<file path="src/rtl/core/bcis_pkg.sv">
// shared types, codes and sizes for the basic computer instruction step block
// no dependencies; imported by bcis_alu and the top level of the block
package bcis_pkg;

   localparam int ADDR_BITS = 12;
   localparam int MEM_WORDS = 1 << ADDR_BITS;
   localparam int DATA_BITS = 16;
   localparam int PC_BITS   = 12;

   typedef enum logic [1:0] {
      CMD_WRITE   = 2'd0,
      CMD_STEP    = 2'd1,
      CMD_RESTART = 2'd2,
      CMD_UNUSED  = 2'd3
   } command_type;

   // memory-reference opcodes, bits 14:12 of the instruction
   typedef enum logic [2:0] {
      OP_AND = 3'd0,
      OP_ADD = 3'd1,
      OP_LDA = 3'd2,
      OP_STA = 3'd3,
      OP_BUN = 3'd4,
      OP_BSA = 3'd5,
      OP_ISZ = 3'd6,
      OP_REG = 3'd7
   } opcode_type;

   // register-reference function bits, low 12 bits of the instruction
   localparam logic [11:0] REG_CLA = 12'h800;
   localparam logic [11:0] REG_CLE = 12'h400;
   localparam logic [11:0] REG_CMA = 12'h200;
   localparam logic [11:0] REG_CME = 12'h100;
   localparam logic [11:0] REG_CIR = 12'h080;
   localparam logic [11:0] REG_CIL = 12'h040;
   localparam logic [11:0] REG_INC = 12'h020;
   localparam logic [11:0] REG_SPA = 12'h010;
   localparam logic [11:0] REG_SNA = 12'h008;
   localparam logic [11:0] REG_SZA = 12'h004;
   localparam logic [11:0] REG_SZE = 12'h002;
   localparam logic [11:0] REG_HLT = 12'h001;

   typedef enum logic [2:0] {
      ALU_AND    = 3'd0,
      ALU_ADD    = 3'd1,
      ALU_PASS_B = 3'd2,
      ALU_INC_A  = 3'd3,
      ALU_INC_B  = 3'd4,
      ALU_CMA    = 3'd5,
      ALU_CIR    = 3'd6,
      ALU_CIL    = 3'd7
   } alu_op_type;

   typedef struct packed {
      logic [DATA_BITS-1:0] value;
      logic                 carry;
      logic                 zero;
   } alu_out_type;

   typedef struct packed {
      logic [1:0]  command;
      logic [11:0] address;
      logic [15:0] data;
   } req_payload_type;

   typedef struct packed {
      logic [11:0] program_counter;
      logic [15:0] accumulator;
      logic        extend_bit;
      logic        halted;
      logic        executed;
      logic [15:0] instruction_word;
   } rsp_payload_type;

endpackage

</file>
<file path="src/rtl/core/bcis_alu.sv">
// shared accumulator unit: logic, add, increment, complement and rotate
// depends on bcis_pkg for the operation codes and result struct
module bcis_alu import bcis_pkg::*; (
   input  alu_op_type           op,
   input  logic [DATA_BITS-1:0] a,
   input  logic [DATA_BITS-1:0] b,
   input  logic                 carry,
   output alu_out_type          result
);

   logic [DATA_BITS:0] sum;

   always_comb begin
      sum          = {1'b0, a} + {1'b0, b};
      result.value = b;
      result.carry = carry;
      case (op)
         ALU_AND: result.value = a & b;
         ALU_ADD: begin
            result.value = sum[DATA_BITS-1:0];
            result.carry = sum[DATA_BITS];
         end
         ALU_PASS_B: result.value = b;
         ALU_INC_A:  result.value = a + DATA_BITS'(1);
         ALU_INC_B:  result.value = b + DATA_BITS'(1);
         ALU_CMA:    result.value = ~a;
         ALU_CIR: begin
            result.value = {carry, a[DATA_BITS-1:1]};
            result.carry = a[0];
         end
         ALU_CIL: begin
            result.value = {a[DATA_BITS-2:0], carry};
            result.carry = a[DATA_BITS-1];
         end
         default: result.value = b;
      endcase
      result.zero = (result.value == '0);
   end

endmodule

</file>
<file path="config.mk">
export PLATFORM = sky130hd
export DESIGN_NAME = bcis_alu
export DESIGN_NICKNAME = d
export VERILOG_FILES = /design/src/rtl/core/bcis_pkg.sv /design/src/rtl/core/bcis_alu.sv
export SDC_FILE = /design/constraint.sdc
export NUM_CORES = 1
export LEC_CHECK = 0
export BUFFER_PORTS_ARGS = -buffer_cell sky130_fd_sc_hd__buf_4
export CORE_ASPECT_RATIO = 2
export CORE_MARGIN = 2
export CORE_UTILIZATION = 34
export DETAILED_ROUTE_END_ITERATION = 10
export PLACE_DENSITY = 0.59
export SYNTH_ARGS = -nofsm -noshare
export SYNTH_HDL_FRONTEND = slang
export SYNTH_SLANG_ARGS = --single-unit
</file>
<file path="constraint.sdc">
create_clock -name vclk -period 9.5
set_input_delay 1.9 -clock vclk [all_inputs]
set_output_delay 1.9 -clock vclk [all_outputs]
set_load 0.05 [all_outputs]
</file>
# Word-level counts from Yosys, hierarchy flattened
# Cells that the tools add are included.
[classes] add_sub_neg=3 eq_ne=7 n_mux=2 bitwise_logic=2 n_reduce_logical=2
[ops] op="16-bit case mux with 8 select lines" count=1
[ops] op="16-bit by 1-bit adder with 16-bit output, second input constant" count=2
[ops] op="16-bit by 16-bit adder with 17-bit output" count=1
[ops] op="16-bit bitwise AND" count=1
[ops] op="16-bit logical NOT" count=1
[ops] op="16-bit NOT" count=1
[ops] op="3-bit == test, second input constant" count=4
[ops] op="3-bit by 2-bit == test with 1-bit output, second input constant" count=2
[ops] op="3-bit by 1-bit == test with 1-bit output, second input constant" count=1
[ops] op="3-bit logical NOT" count=1
[ops] op="1-bit case mux with 3 select lines" count=1
[word_totals] regBits=0 in_bits=36 output_inout_bits=18 wordCells=16

# Longest topological paths before layout
[logic_depth] ltp_word=3 ltp_mapped=15 mapped_depth_nobuf=12

# Least setup slack after synthesis
# OpenSTA, ideal clock, no wires.
[synth_timing] path_kind="input -> output" startpoint="input port op[0]" endpoint="output port result[0] in the netlist's numbering" t_arrival_ns=5.921 required_time_ns=7.600 slack_ns=1.679 cell_stages=14 path_buffers=4 path_cell_list="buf_6 -> nor3b_4 -> buf_2 -> clkbuf_1 -> nand2_1 -> o21ai_0 -> ha_1 -> clkbuf_1 -> o211ai_2 -> xnor2_1 -> a221o_1 -> o32a_1 -> a221o_1 -> nor4_2"
[synth_rtl] item="start, declared" line_no="bcis_alu.sv:4" rtl="input alu_op_type op,"
[synth_rtl] item="end, declared" line_no="bcis_alu.sv:8" rtl="output alu_out_type result"

==> impl_metrics.prom <==
# TYPE chip_impl_metric gauge
chip_impl_info{name="outcome",value="completed"} 1
chip_impl_metric{name="grt.total_usage",unit=""} 0.243
chip_impl_metric{name="place_ws",unit="ns"} 1.84
chip_impl_metric{name="power.switching_fraction",unit=""} 0.643
chip_impl_metric{name="totalWireLength",unit="um"} 10500
chip_impl_info{name="critPathLaunchType",value="input pin"} 1
chip_impl_metric{name="antenna_found_initial",unit=""} 0
chip_impl_metric{name="core_area",unit="um2"} 7540
chip_impl_metric{name="path_max_fanout",unit=""} 56
chip_impl_metric{name="cts.repair.resized",unit=""} 0
chip_impl_metric{name="dp_hpwl",unit="um"} 8110
chip_impl_metric{name="combinationalPowerShare",unit=""} 1.000
chip_impl_metric{name="totalPowerFinal",unit="mW"} 0.207
chip_impl_metric{name="drt-vias-per-instance",unit=""} 6.49
chip_impl_metric{name="grt_max_degree",unit=""} 57
chip_impl_metric{name="yosysWarnings",unit=""} 0
chip_impl_metric{name="yosys.area.top_type_share",unit=""} 0.0811
chip_impl_metric{name="timing_worst_slew_pin_value",unit="ns"} 1.10
chip_impl_metric{name="final_layout_size_suffix_gt1_frac",unit=""} 0.158
chip_impl_metric{name="cts_hold_buffers",unit=""} 0
chip_impl_metric{name="seq_cell_count",unit=""} 0
chip_impl_info{name="rsz0062_at_grt",value="no"} 1
chip_impl_info{name="netlist_top_cells_count",value="sky130_fd_sc_hd__nor2_1, sky130_fd_sc_hd__a21oi_1, sky130_fd_sc_hd__o21ai_0"} 1
chip_impl_metric{name="worstPathBufferInverterCount",unit=""} 2
chip_impl_metric{name="hold_viol",unit=""} 0
chip_impl_metric{name="num_io_pins",unit=""} 54
chip_impl_info{name="critical_path.cell_chain",value="buf_4, nor3b_4, nand2_1, o21ai_0, ha_1, nand2_1, o31ai_1, o211ai_1, o211ai_1, a31oi_1, nor4_1, nand4bb_1, nor4_2, buf_4"} 1
chip_impl_metric{name="maxCapViolCount",unit=""} 0
chip_impl_metric{name="design.die.area",unit="um2"} 8480
chip_impl_metric{name="layout.nets",unit=""} 487
chip_impl_info{name="yosysTopAreaCell",value="sky130_fd_sc_hd__ha_1"} 1
chip_impl_info{name="synth_top_cells_by_area",value="sky130_fd_sc_hd__ha_1, sky130_fd_sc_hd__a21oi_1, sky130_fd_sc_hd__o21ai_0"} 1
chip_impl_metric{name="start_util",unit=""} 0.348
chip_impl_metric{name="mappedNetlistArea",unit="um2"} 2620
chip_impl_metric{name="placedCellCount",unit=""} 525
chip_impl_metric{name="p_seq_frac",unit=""} 0
chip_impl_metric{name="syn-mean-instance-area",unit="um2"} 6.54
chip_impl_metric{name="fin_crit",unit="ns"} 7.73
chip_impl_metric{name="fin_cells",unit=""} 525
chip_impl_metric{name="globalRouteOverflowTotal",unit=""} 0
chip_impl_metric{name="num_antenna_cells",unit=""} 0
chip_impl_metric{name="setup-violations-final",unit=""} 0
chip_impl_metric{name="drt_iter0_markers",unit=""} 233
chip_impl_metric{name="timing.setup.tns",unit="ns"} 0
chip_impl_info{name="timing_worst_setup_path_type",value="input pin to output port"} 1
chip_impl_metric{name="synth.net_count",unit=""} 455
chip_impl_metric{name="cts_post_setup_buffers_inserted",unit=""} 0
chip_impl_metric{name="routed-via-count",unit=""} 3409
chip_impl_metric{name="critPathMaxStageDelay",unit="ns"} 0.94
chip_impl_metric{name="ir_worst_vdd",unit="V"} 0.0000309
chip_impl_metric{name="clock_buffer_count",unit=""} 0
chip_impl_metric{name="placedInstanceArea",unit="um2"} 3050
chip_impl_metric{name="synthToLayoutAreaGrowth",unit="%"} 16.1
chip_impl_metric{name="internal_power",unit="mW"} 0.0737
chip_impl_metric{name="first_pass_grt_wire_length",unit="um"} 16300
chip_impl_metric{name="drt_first_pass_iters",unit=""} 6
chip_impl_metric{name="remaining_drc_errors",unit=""} 0
chip_impl_metric{name="worst_ep_required_time",unit="ns"} 7.60
chip_impl_info{name="yosysMostFrequentCell",value="sky130_fd_sc_hd__nor2_1"} 1
chip_impl_metric{name="die_width",unit="um"} 66.1
chip_impl_metric{name="final-seq-area",unit="um2"} 0
chip_impl_info{name="classification_of_the_worst_slack_hold_path",value="input pin to output port"} 1
chip_impl_metric{name="yosys.cell_types.count",unit=""} 70
chip_impl_metric{name="finalWeightedCongestion",unit=""} 0.894
chip_impl_metric{name="wl_per_cell",unit="um"} 20.0
chip_impl_info{name="crit_path_top_delay_cell",value="sky130_fd_sc_hd__nor3b_4"} 1
chip_impl_metric{name="slew-limit-headroom",unit=""} 0.266
chip_impl_metric{name="finalMaxSlewViolations",unit=""} 0
chip_impl_metric{name="power.share.clock",unit=""} 0
chip_impl_metric{name="total_leakage_power",unit="nW"} 1.22
chip_impl_info{name="dominant_delay_contributor_by_cell_family_on_the_critical_path",value="simple AND/OR/NAND/NOR gates"} 1
chip_impl_metric{name="layout.cell_area.non_filler",unit="um2"} 3050
chip_impl_metric{name="switch_pwr",unit="mW"} 0.133
chip_impl_metric{name="drt.antenna.violating_nets",unit=""} 0
chip_impl_metric{name="grt_pass1_vias",unit=""} 3280
chip_impl_metric{name="powerDensity",unit="nW/um2"} 67.8
chip_impl_metric{name="final_clock_period_utilization_by_the_worst_path",unit=""} 0.814
chip_impl_metric{name="die_height",unit="um"} 128
chip_impl_metric{name="port_buffers",unit=""} 54
chip_impl_metric{name="setup_slack",unit="ns"} 1.77
chip_impl_info{name="worstSetupEndpointType",value="output port"} 1
chip_impl_metric{name="worst_ep_arrival_time",unit="ns"} 5.83
chip_impl_metric{name="synth.yosys.seq_area_share",unit=""} 0
chip_impl_metric{name="clock.fmax",unit="MHz"} 129
chip_impl_metric{name="post_synth_inst_count",unit=""} 401
chip_impl_metric{name="row_count",unit=""} 45
placed cells by master, fill, tap and decap left out, types with 3 or more instances in the layout:
| cell | count |
|---|---|
| sky130_fd_sc_hd__a221o_1 | 4 |
| sky130_fd_sc_hd__or3_1 | 5 |
| sky130_fd_sc_hd__nor2b_1 | 3 |
| sky130_fd_sc_hd__nor4_1 | 4 |
| sky130_fd_sc_hd__o21ai_0 | 31 |
| sky130_fd_sc_hd__nand4_1 | 6 |
| sky130_fd_sc_hd__buf_4 | 56 |
| sky130_fd_sc_hd__nand3_1 | 14 |
| sky130_fd_sc_hd__mux2i_1 | 11 |
| sky130_fd_sc_hd__nor2_1 | 38 |
| sky130_fd_sc_hd__o31ai_1 | 5 |
| sky130_fd_sc_hd__inv_1 | 12 |
| sky130_fd_sc_hd__nand2b_1 | 6 |
| sky130_fd_sc_hd__a31oi_1 | 9 |
| sky130_fd_sc_hd__a22oi_1 | 4 |
| sky130_fd_sc_hd__and2_1 | 8 |
| sky130_fd_sc_hd__o32ai_1 | 4 |
| sky130_fd_sc_hd__nor3_1 | 17 |
| sky130_fd_sc_hd__a211oi_1 | 9 |
| sky130_fd_sc_hd__a21boi_0 | 3 |
| sky130_fd_sc_hd__nand2_1 | 28 |
| sky130_fd_sc_hd__o22ai_1 | 3 |
| sky130_fd_sc_hd__a41oi_1 | 5 |
| sky130_fd_sc_hd__a21o_1 | 6 |
| sky130_fd_sc_hd__o211ai_1 | 11 |
| sky130_fd_sc_hd__xor2_1 | 4 |
| sky130_fd_sc_hd__xnor2_1 | 11 |
| sky130_fd_sc_hd__o32a_1 | 3 |
| sky130_fd_sc_hd__ha_1 | 17 |
| sky130_fd_sc_hd__and4_1 | 5 |
| sky130_fd_sc_hd__a21oi_1 | 31 |
| sky130_fd_sc_hd__and3_1 | 11 |
| sky130_fd_sc_hd__a221oi_1 | 3 |
stage by stage:
stage           util  hold WS (ns)
3_3_place_gp   0.404          4.34
5_1_grt        0.404          4.40
2_1_floorplan      -          4.20
4_1_cts        0.404          4.34
6_report       0.404          4.34
3_5_place_dp   0.404          4.34
cell type report:
cell class	instances	area (um2)
well taps	94	118
inverters	12	45.0
multi-input cells	363	2460
repair buffers	56	420
fillers	849	4500
power groups by stage:
| stage | logic (mW) | clock network (mW) | registers (mW) |
|---|---|---|---|
| finish | 0.207 | 0 | 0 |
| floorplan | 0.139 | 0 | 0 |
| detailed placement | 0.204 | 0 | 0 |
| global placement | 0.203 | 0 | 0 |
| global route | 0.221 | 0 | 0 |
| CTS | 0.205 | 0 | 0 |
worst paths after layout:
check,start,to,cells after the start
max,op[1],result[0],14
min,b[4],result[6],5
kinds of logic after synthesis:
family / after synthesis / synth area share
buf+inv: 38 / 0.0610
fa+ha+maj: 18 / 0.0887
mux: 14 / 0.0634
xor+xnor: 15 / 0.0501
simple gates: 160 / 0.328
compound gates: 156 / 0.409
routing by layer:
| metal | part of all wire | track usage | up-vias |
|---|---|---|---|
| met5 | 0 | 0 | - |
| met4 | 0.056 | 0.126 | 0 |
| met3 | 0.037 | 0.0193 | 37 |
| met2 | 0.55 | 0.462 | 123 |
| met1 | 0.36 | 0.250 | 1607 |
| li1 | - | - | 1642 |
No activity file was read; power rests on OpenSTA's default activity.
